[src/rtl/sdol_pkg.sv]
// ----------------------------------------------------------------------------
// Sorted draw-order list package
// Shared beat types, operation and status codes, and the sequencer states.
// ----------------------------------------------------------------------------
package sdol_pkg;

   // Operation codes carried on the request beat.
   typedef enum logic [1:0] {
      OP_INSERT  = 2'd0,
      OP_REMOVE  = 2'd1,
      OP_READOUT = 2'd2
   } op_type;

   // Status codes carried on the response beat.
   localparam logic [1:0] STATUS_OK        = 2'd0;
   localparam logic [1:0] STATUS_FULL      = 2'd1;
   localparam logic [1:0] STATUS_NOT_FOUND = 2'd2;

   // Sequencer states of the core.
   typedef enum logic [2:0] {
      ST_IDLE,
      ST_SCAN,
      ST_RD_REQ,
      ST_RD_OUT,
      ST_RESP
   } state_type;

   // Request beat.
   typedef struct packed {
      logic [1:0]         op;
      logic [7:0]         object_id;
      logic [15:0]        depth_key;
      logic signed [15:0] pos_x;
      logic signed [15:0] pos_y;
   } req_type;

   // Response beat.
   typedef struct packed {
      logic [1:0]         status;
      logic               valid_res;
      logic [7:0]         out_id;
      logic [15:0]        out_depth;
      logic signed [15:0] out_x;
      logic signed [15:0] out_y;
      logic               last;
   } rsp_type;

endpackage

[src/rtl/sdol_key_cmp.sv]
// ----------------------------------------------------------------------------
// Sort key comparator
// Tells whether a stored entry sorts at or after a new entry, either by
// depth or by y position and then x position.
// ----------------------------------------------------------------------------
module sdol_key_cmp #(
   parameter int COORD_BITS = 16
) (
   input  logic                         sort_mode,
   input  logic [15:0]                  st_depth,
   input  logic signed [COORD_BITS-1:0] st_x,
   input  logic signed [COORD_BITS-1:0] st_y,
   input  logic [15:0]                  nw_depth,
   input  logic signed [COORD_BITS-1:0] nw_x,
   input  logic signed [COORD_BITS-1:0] nw_y,
   output logic                         at_or_after
);

   // Depth order is unsigned; position order is signed, y first.
   always_comb begin
      if (!sort_mode) begin
         at_or_after = (st_depth >= nw_depth);
      end else if (st_y != nw_y) begin
         at_or_after = (st_y > nw_y);
      end else begin
         at_or_after = (st_x >= nw_x);
      end
   end

endmodule

[src/rtl/sorted_draw_order_list_core.sv]
// ----------------------------------------------------------------------------
// Sorted draw-order list core
// Bounded sorted table of display entries kept in one memory and walked by
// a small sequencer with one shared key comparator.
// ----------------------------------------------------------------------------
// The table lives in a single-port-write, single-port-read memory with a
// registered read, so inserts, removes and readouts walk the stored entries.
// An insert or a remove makes one pipelined pass over them, then ST_RESP
// hands over its single response beat; a full-table insert and an empty
// readout go straight to ST_RESP, and an unknown op gets no response. A
// readout fetches one entry at a time via ST_RD_REQ and ST_RD_OUT, and
// stalls in ST_RD_OUT while rsp_ready holds the output. The core takes
// one request at a time: req_ready is high only while the sequencer is idle.
// The table needs no clearing after reset; only the count and control state are reset.
module sorted_draw_order_list_core #(
   parameter int ENTRIES    = 32,
   parameter int COORD_BITS = 16
) (
   input  logic             clock,
   input  logic             reset,
   input  logic             req_valid,
   output logic             req_ready,
   input  sdol_pkg::req_type req_data,
   output logic             rsp_valid,
   input  logic             rsp_ready,
   output sdol_pkg::rsp_type rsp_data,
   input  logic             csr_wr_en,
   input  logic             csr_wr_data
);

   localparam int CW    = $clog2(ENTRIES + 1);
   localparam int AW    = $clog2(ENTRIES);
   localparam int EW    = 8 + 16 + 2 * COORD_BITS;
   localparam int WIDE  = (COORD_BITS > 16) ? COORD_BITS : 16;
   // Field positions within a packed entry {id, depth, x, y}.
   localparam int Y_LO  = 0;
   localparam int X_LO  = COORD_BITS;
   localparam int D_LO  = 2 * COORD_BITS;
   localparam int ID_LO = 2 * COORD_BITS + 16;

   // Registers.
   sdol_pkg::state_type state_ff, state_in;
   logic [CW-1:0]       count_ff, count_in;
   logic [CW-1:0]       idx_ff, idx_in;
   logic                sort_mode_ff;
   sdol_pkg::op_type    op_ff, op_in;
   logic [EW-1:0]       new_ff, new_in;
   logic [EW-1:0]       carry_ff, carry_in;
   logic                found_ff, found_in;
   logic                pend_ff, pend_in;
   logic [AW-1:0]       pend_idx_ff, pend_idx_in;
   sdol_pkg::rsp_type   pend_rsp_ff, pend_rsp_in;
   logic                rsp_valid_ff, rsp_valid_in;
   sdol_pkg::rsp_type   rsp_data_ff, rsp_data_in;
   logic [EW-1:0]       rd_data_ff;

   // Table memory.
   logic [EW-1:0]       entry_mem [ENTRIES];
   logic                mem_we;
   logic [AW-1:0]       mem_wa;
   logic [EW-1:0]       mem_wd;
   logic [AW-1:0]       rd_addr;

   // Helpers.
   logic [WIDE-1:0]              in_x_wide, in_y_wide;
   logic [COORD_BITS-1:0]        in_x, in_y;
   logic [EW-1:0]                req_entry;
   logic signed [COORD_BITS-1:0] rd_x, rd_y, nw_x, nw_y;
   logic signed [WIDE-1:0]       rd_x_wide, rd_y_wide;
   sdol_pkg::rsp_type            rd_rsp;
   logic                         hit;
   logic                         issue;
   logic                         out_free;

   // Input coordinates are taken as COORD_BITS-bit two's complement values.
   assign in_x_wide = WIDE'($unsigned(req_data.pos_x));
   assign in_y_wide = WIDE'($unsigned(req_data.pos_y));
   assign in_x      = in_x_wide[COORD_BITS-1:0];
   assign in_y      = in_y_wide[COORD_BITS-1:0];
   assign req_entry = {req_data.object_id, req_data.depth_key, in_x, in_y};

   // Unpack the entry just read and widen it into response fields.
   assign rd_x      = rd_data_ff[X_LO +: COORD_BITS];
   assign rd_y      = rd_data_ff[Y_LO +: COORD_BITS];
   assign nw_x      = new_ff[X_LO +: COORD_BITS];
   assign nw_y      = new_ff[Y_LO +: COORD_BITS];
   assign rd_x_wide = WIDE'(rd_x);
   assign rd_y_wide = WIDE'(rd_y);

   always_comb begin
      rd_rsp           = '0;
      rd_rsp.status    = sdol_pkg::STATUS_OK;
      rd_rsp.out_id    = rd_data_ff[ID_LO +: 8];
      rd_rsp.out_depth = rd_data_ff[D_LO +: 16];
      rd_rsp.out_x     = rd_x_wide[15:0];
      rd_rsp.out_y     = rd_y_wide[15:0];
   end

   // Shared key comparator: stored entry against the new entry.
   sdol_key_cmp #(
      .COORD_BITS (COORD_BITS)
   ) u_key_cmp (
      .sort_mode   (sort_mode_ff),
      .st_depth    (rd_data_ff[D_LO +: 16]),
      .st_x        (rd_x),
      .st_y        (rd_y),
      .nw_depth    (new_ff[D_LO +: 16]),
      .nw_x        (nw_x),
      .nw_y        (nw_y),
      .at_or_after (hit)
   );

   // The read address always follows the walk index.
   assign rd_addr  = idx_ff[AW-1:0];
   assign issue    = (idx_ff < count_ff);
   assign out_free = !rsp_valid_ff || rsp_ready;

   // Memory write port and registered read port.
   always_ff @(posedge clock) begin
      if (mem_we) begin
         entry_mem[mem_wa] <= mem_wd;
      end
      rd_data_ff <= entry_mem[rd_addr];
   end

   // Sequencer next state and datapath control.
   always_comb begin
      state_in     = state_ff;
      count_in     = count_ff;
      idx_in       = idx_ff;
      op_in        = op_ff;
      new_in       = new_ff;
      carry_in     = carry_ff;
      found_in     = found_ff;
      pend_in      = 1'b0;
      pend_idx_in  = pend_idx_ff;
      pend_rsp_in  = pend_rsp_ff;
      rsp_valid_in = rsp_valid_ff && !rsp_ready;
      rsp_data_in  = rsp_data_ff;
      mem_we       = 1'b0;
      mem_wa       = pend_idx_ff;
      mem_wd       = carry_ff;
      req_ready    = 1'b0;

      case (state_ff)
         sdol_pkg::ST_IDLE: begin
            req_ready = 1'b1;
            if (req_valid) begin
               op_in       = sdol_pkg::op_type'(req_data.op);
               new_in      = req_entry;
               carry_in    = req_entry;
               found_in    = 1'b0;
               idx_in      = '0;
               pend_rsp_in = '0;
               pend_rsp_in.last = 1'b1;
               case (sdol_pkg::op_type'(req_data.op))
                  sdol_pkg::OP_INSERT: begin
                     if (count_ff >= CW'(ENTRIES)) begin
                        pend_rsp_in.status = sdol_pkg::STATUS_FULL;
                        state_in = sdol_pkg::ST_RESP;
                     end else begin
                        state_in = sdol_pkg::ST_SCAN;
                     end
                  end
                  sdol_pkg::OP_REMOVE: begin
                     state_in = sdol_pkg::ST_SCAN;
                  end
                  sdol_pkg::OP_READOUT: begin
                     if (count_ff == '0) begin
                        state_in = sdol_pkg::ST_RESP;
                     end else begin
                        state_in = sdol_pkg::ST_RD_REQ;
                     end
                  end
                  default: begin
                     state_in = sdol_pkg::ST_IDLE;
                  end
               endcase
            end
         end

         // One pipelined pass: issue a read each cycle, act on the entry
         // that arrived from the previous read.
         sdol_pkg::ST_SCAN: begin
            if (issue) begin
               idx_in      = idx_ff + 1'b1;
               pend_in     = 1'b1;
               pend_idx_in = idx_ff[AW-1:0];
            end
            if (pend_ff) begin
               if (op_ff == sdol_pkg::OP_INSERT) begin
                  // From the insert point on, each entry moves up by one.
                  if (found_ff || hit) begin
                     found_in = 1'b1;
                     mem_we   = 1'b1;
                     mem_wa   = pend_idx_ff;
                     mem_wd   = carry_ff;
                     carry_in = rd_data_ff;
                  end
               end else begin
                  // Past the removed entry, each entry moves down by one.
                  if (found_ff) begin
                     mem_we = 1'b1;
                     mem_wa = pend_idx_ff - 1'b1;
                     mem_wd = rd_data_ff;
                  end else if (rd_data_ff[ID_LO +: 8] == new_ff[ID_LO +: 8]) begin
                     found_in    = 1'b1;
                     pend_rsp_in = rd_rsp;
                     pend_rsp_in.last = 1'b1;
                  end
               end
            end else if (!issue) begin
               // Pass is complete.
               if (op_ff == sdol_pkg::OP_INSERT) begin
                  mem_we   = 1'b1;
                  mem_wa   = count_ff[AW-1:0];
                  mem_wd   = carry_ff;
                  count_in = count_ff + 1'b1;
                  pend_rsp_in = '0;
                  pend_rsp_in.last = 1'b1;
               end else if (found_ff) begin
                  count_in = count_ff - 1'b1;
               end else begin
                  pend_rsp_in = '0;
                  pend_rsp_in.status = sdol_pkg::STATUS_NOT_FOUND;
                  pend_rsp_in.last   = 1'b1;
               end
               state_in = sdol_pkg::ST_RESP;
            end
         end

         // Readout: the read address is held while the entry waits.
         sdol_pkg::ST_RD_REQ: begin
            state_in = sdol_pkg::ST_RD_OUT;
         end

         sdol_pkg::ST_RD_OUT: begin
            if (out_free) begin
               rsp_valid_in          = 1'b1;
               rsp_data_in           = rd_rsp;
               rsp_data_in.valid_res = 1'b1;
               rsp_data_in.last      = (idx_ff + 1'b1 == count_ff);
               if (idx_ff + 1'b1 == count_ff) begin
                  state_in = sdol_pkg::ST_IDLE;
               end else begin
                  idx_in   = idx_ff + 1'b1;
                  state_in = sdol_pkg::ST_RD_REQ;
               end
            end
         end

         // Hand the single response beat to the output register.
         sdol_pkg::ST_RESP: begin
            if (out_free) begin
               rsp_valid_in = 1'b1;
               rsp_data_in  = pend_rsp_ff;
               state_in     = sdol_pkg::ST_IDLE;
            end
         end

         default: begin
            state_in = sdol_pkg::ST_IDLE;
         end
      endcase
   end

   // Control registers.
   always_ff @(posedge clock) begin
      if (reset) begin
         state_ff     <= sdol_pkg::ST_IDLE;
         count_ff     <= '0;
         sort_mode_ff <= 1'b0;
         pend_ff      <= 1'b0;
         rsp_valid_ff <= 1'b0;
      end else begin
         state_ff     <= state_in;
         count_ff     <= count_in;
         pend_ff      <= pend_in;
         rsp_valid_ff <= rsp_valid_in;
         if (csr_wr_en) begin
            sort_mode_ff <= csr_wr_data;
         end
      end
   end

   // Datapath registers.
   always_ff @(posedge clock) begin
      idx_ff      <= idx_in;
      op_ff       <= op_in;
      new_ff      <= new_in;
      carry_ff    <= carry_in;
      found_ff    <= found_in;
      pend_idx_ff <= pend_idx_in;
      pend_rsp_ff <= pend_rsp_in;
      rsp_data_ff <= rsp_data_in;
   end

   assign rsp_valid = rsp_valid_ff;
   assign rsp_data  = rsp_data_ff;

endmodule
[config.mk]
export PLATFORM = sky130hd
export DESIGN_NAME = sorted_draw_order_list_core
export DESIGN_NICKNAME = d
export VERILOG_FILES = /design/src/rtl/sdol_pkg.sv /design/src/rtl/sdol_key_cmp.sv /design/src/rtl/sorted_draw_order_list_core.sv
export SDC_FILE = /design/constraint.sdc
export NUM_CORES = 2
export LEC_CHECK = 0
export BUFFER_PORTS_ARGS = -buffer_cell sky130_fd_sc_hd__buf_2
export CAP_MARGIN = 0
export CORE_MARGIN = 2
export CORE_UTILIZATION = 56
export CTS_CLUSTER_SIZE = 25
export DETAILED_ROUTE_END_ITERATION = 12
export GPL_TIMING_DRIVEN = 1
export PLACE_DENSITY = 0.75
export SYNTH_ARGS = -nofsm -noshare
export SYNTH_HDL_FRONTEND = slang
export SYNTH_SLANG_ARGS = --single-unit
[constraint.sdc]
create_clock -name clock -period 6.82 [get_ports clock]
set_input_delay 1.364 -clock clock [delete_from_list [all_inputs] [get_ports clock]]
set_output_delay 1.364 -clock clock [all_outputs]
set_load 0.1 [all_outputs]
==> results.md <==
* Final Hold Fails at 0
* Area leader, netlist: edfxtp_1
* Setup TNS at 0 ns
* Core area at 145200 µm²
* Root Driver: clkbuf_16
* Sw frac at 0.3163
* HP Class: register to register
* Port Buffers at 125
* Simple-gate share of the synthesized area at 0.02236
* Synth Cell Area at 81660 µm²
* Actual slew at the worst max-slew pin at 1.510 ns
* Period utilization at 0.7373
* Commonest non-fill, non-tap cell in the layout: edfxtp_1
* Reg clk slew, reported paths at 0.06 ns
* Post-synthesis adder-cell area fraction at 0.009439
* Xor/xnor cell area share of the yosys netlist at 0.002360
* Largest net degree at the start of global routing at 146
* First-pass GRT wire length at 278500 µm
* Total global routing overflow at 0
* P per Cell Area at 440.0 nW/µm²
* Combinational share of power at 0.299
* CTS buffer count at 199
* Post-CTS setup buffers at 0
* CTS Buffer Depth at 3
* Fill count at 9267
* I/O pins at 126
* Post-synth top area share at 0.7487
* TritonRoute pass-1 iters at 8
* Commonest non-fill, non-tap cells in the layout: edfxtp_1 (2036), mux4_2 (560), clkbuf_16 (201), nand2_1 (186), mux2_2 (166)
* Wire length per cell at 32.00 µm
* Area of the multi-input gates at 18260 µm²
* Top_reg_cell synth: edfxtp_1
* RSZ-0062 raised after global routing: false
* Setup CP Type: register to register
* Layout cells sized above 1 at 0.3146
* Layout Nets at 4018
* Final WL at 191500 µm
* Final setup fails at 0
* Max-slew violation count at 2
* Die extent in x at 385.9 µm
* Die ar. at 148900 µm²
* Initial antenna violation count at 7
* Die height at 385.9 µm
* Register area at 62500 µm²
* Post-synthesis cell type count at 65
* Cells after Synth at 3660
* Post-route ant nets at 0
* Largest cells by area after synthesis: edfxtp_1 (75%), mux4_2 (15%), mux2_2 (2.3%)
* Post-synth EDFFs at 2036
* CTS tree: yes
* Crit path max fanout at 41
* DP Wirelength at 102000 µm
* Clock insertion delay at the later pin of the skew report at 0.84 ns
* Layout area overhead at 11.72%
* H-tree levels at 4
* RD Place Congestion at 0.8480
* Yosys Warn Count at 0
* Starting Density at 0.5623
* Worst Path Required at 7.26 ns
* Worst relative slew slack at -0.01754
* DRT iter0 DRCs at 5031
* Post-synth ARST share at 0
* Post-synthesis sequential area ratio at 0.7654
* Synth Net Count at 3785
* Clock period minus worst slack at 5.028 ns
* Max VDD drop at 0.4353 mV
* Vias per Instance at 6.533
* Post-CTS Hold Buffers at 0
* Status: finished with violations
* Failing checks: capacitance limit, slew limit
* Arrival @ worst endpoint at 5.47 ns
* Fin Clk Skew at 0.03542 ns
* Number of clock sinks at 2104
* Fmax at 0.1989 GHz
* Drt drc at 0
* Compound-gate portion of the synthesized area at 0.008627
* Max Cap Viol at 1
* CP endpoint kind: register
* Yosys reg bits at 2104
* DR vias at 39102
* Sequential power share at 0.432
* Row cnt at 140
* Largest family of logic cells by synthesized area: multiplexers
* Post-synthesis mux area share at 0.1783
* Post_cts resized at 0
* Leakage power at 29.28 nW
* Clk pwr share at 0.269
* Tot GR Track Use at 0.2633
* Crit path launch type: register
* Vias in the first global route at 39308
* Psw at 12.69 mW
* Internal power at 27.44 mW
* Total chip power at 40.13 mW
* Synth Area per Inst at 22.31 µm²
## cells in the mapped netlist, drive strengths merged (4+ instances only)
library cell,n
nand3,17
ha,60
dfxtp,68
nor4,8
mux2,166
nor2,36
and3,56
a21o,7
a211oi,7
nand4,10
inv,67
buf,83
xnor2,10
nand2,186
edfxtp,2036
nor3,40
mux2i,8
clkbuf,102
xor2,12
a21oi,33
o21ai,20
mux4,560
nand2b,10
o21a,6
nor2b,4
## critical path: stages, from the launching register on
cell	delay, ns
dfxtp_1	0.32
inv_1	0.09
ha_1	0.28
nand2b_1	0.11
a211oi_1	0.08
o31ai_1	0.70
a221oi_1	0.24
o21ai_0	0.91
a41oi_4	0.45
nor3_2	0.52
buf_4	0.86
## state kept, by name (all words and copies together) (netlist names)
name	cells
carry_ff	56
count_ff	6
entry_mem	1792
found_ff	1
idx_ff	6
new_ff	56
op_ff	2
pend_ff	1
pend_idx_ff	5
pend_rsp_ff	58
rd_data_ff	56
rsp_data	60
rsp_valid	1
sort_mode_ff	1
state_ff	3
## per-layer routing
| metal | global-route usage | vias up | wire [µm] |
|---|---|---|---|
| met4 | 0.07299 | 4 | 4392 |
| li1 | - | 15755 | - |
| met3 | 0.06891 | 282 | 23180 |
| met1 | 0.3799 | 20669 | 72880 |
| met5 | 0 | - | 23 |
| met2 | 0.4041 | 2392 | 91040 |
## through the flow
stage | setup slack (ns) | instances | instance area (µm²) | hold WS, ns | util
2_1_floorplan | 0.005878 | 3660 | 81660 | 0.4486 | -
6_report | 1.792 | 5985 | 91220 | 0.5407 | 0.6282
4_1_cts | 1.848 | 5983 | 91220 | 0.5351 | 0.6282
3_3_place_gp | 1.984 | 5609 | 84820 | 0.5154 | 0.5841
3_5_place_dp | 1.876 | 5609 | 84820 | 0.5182 | 0.5841
5_1_grt | 1.708 | 5983 | 91220 | 0.5535 | 0.6282
## power by group through the flow
| stage | combinational [mW] | sequential [mW] | clock [mW] |
|---|---|---|---|
| 2_1_floorplan | 7.76 | 18.0 | 0 |
| 3_3_place_gp | 11.7 | 17.5 | 0 |
| 3_5_place_dp | 11.9 | 17.6 | 0 |
| 4_1_cts | 12.0 | 17.3 | 10.9 |
| 5_1_grt | 12.7 | 17.4 | 11.4 |
| 6_report | 12.0 | 17.3 | 10.8 |
## layout make-up
cell class	count	area share
clock buffer	273	0.05953
inverter	67	0.002784
sequential	2104	0.6852
multi-input combinational	1304	0.2002
clock inverter	101	0.01059
tap	1917	0.02629
timing repair buffer	217	0.01539
antenna	2	0.00005486
## logic make-up after synthesis
logic type	Yosys count
AND/OR/NAND/NOR	385
buffers and inverters	252
XOR/XNOR	22
adder cells (fa/ha/maj)	61
flip-flops	2104
multiplexers	734
AO/OA/AOI/OAI	102
## path summary, 6_finish.rpt
check / startpoint / to / cells past startpoint / slack, ns
worst max-delay path: rd_data_ff[32] / entry_mem[18][19] / 10 / 1.79
worst min-delay path: pend_rsp_ff[58] / rsp_data[58] / 1 / 0.54
worst max register to register: rd_data_ff[32] / entry_mem[18][19] / 10 / 1.79
worst min register to register: pend_rsp_ff[58] / rsp_data[58] / 1 / 0.54
Power figures use the tool's default switching activity.
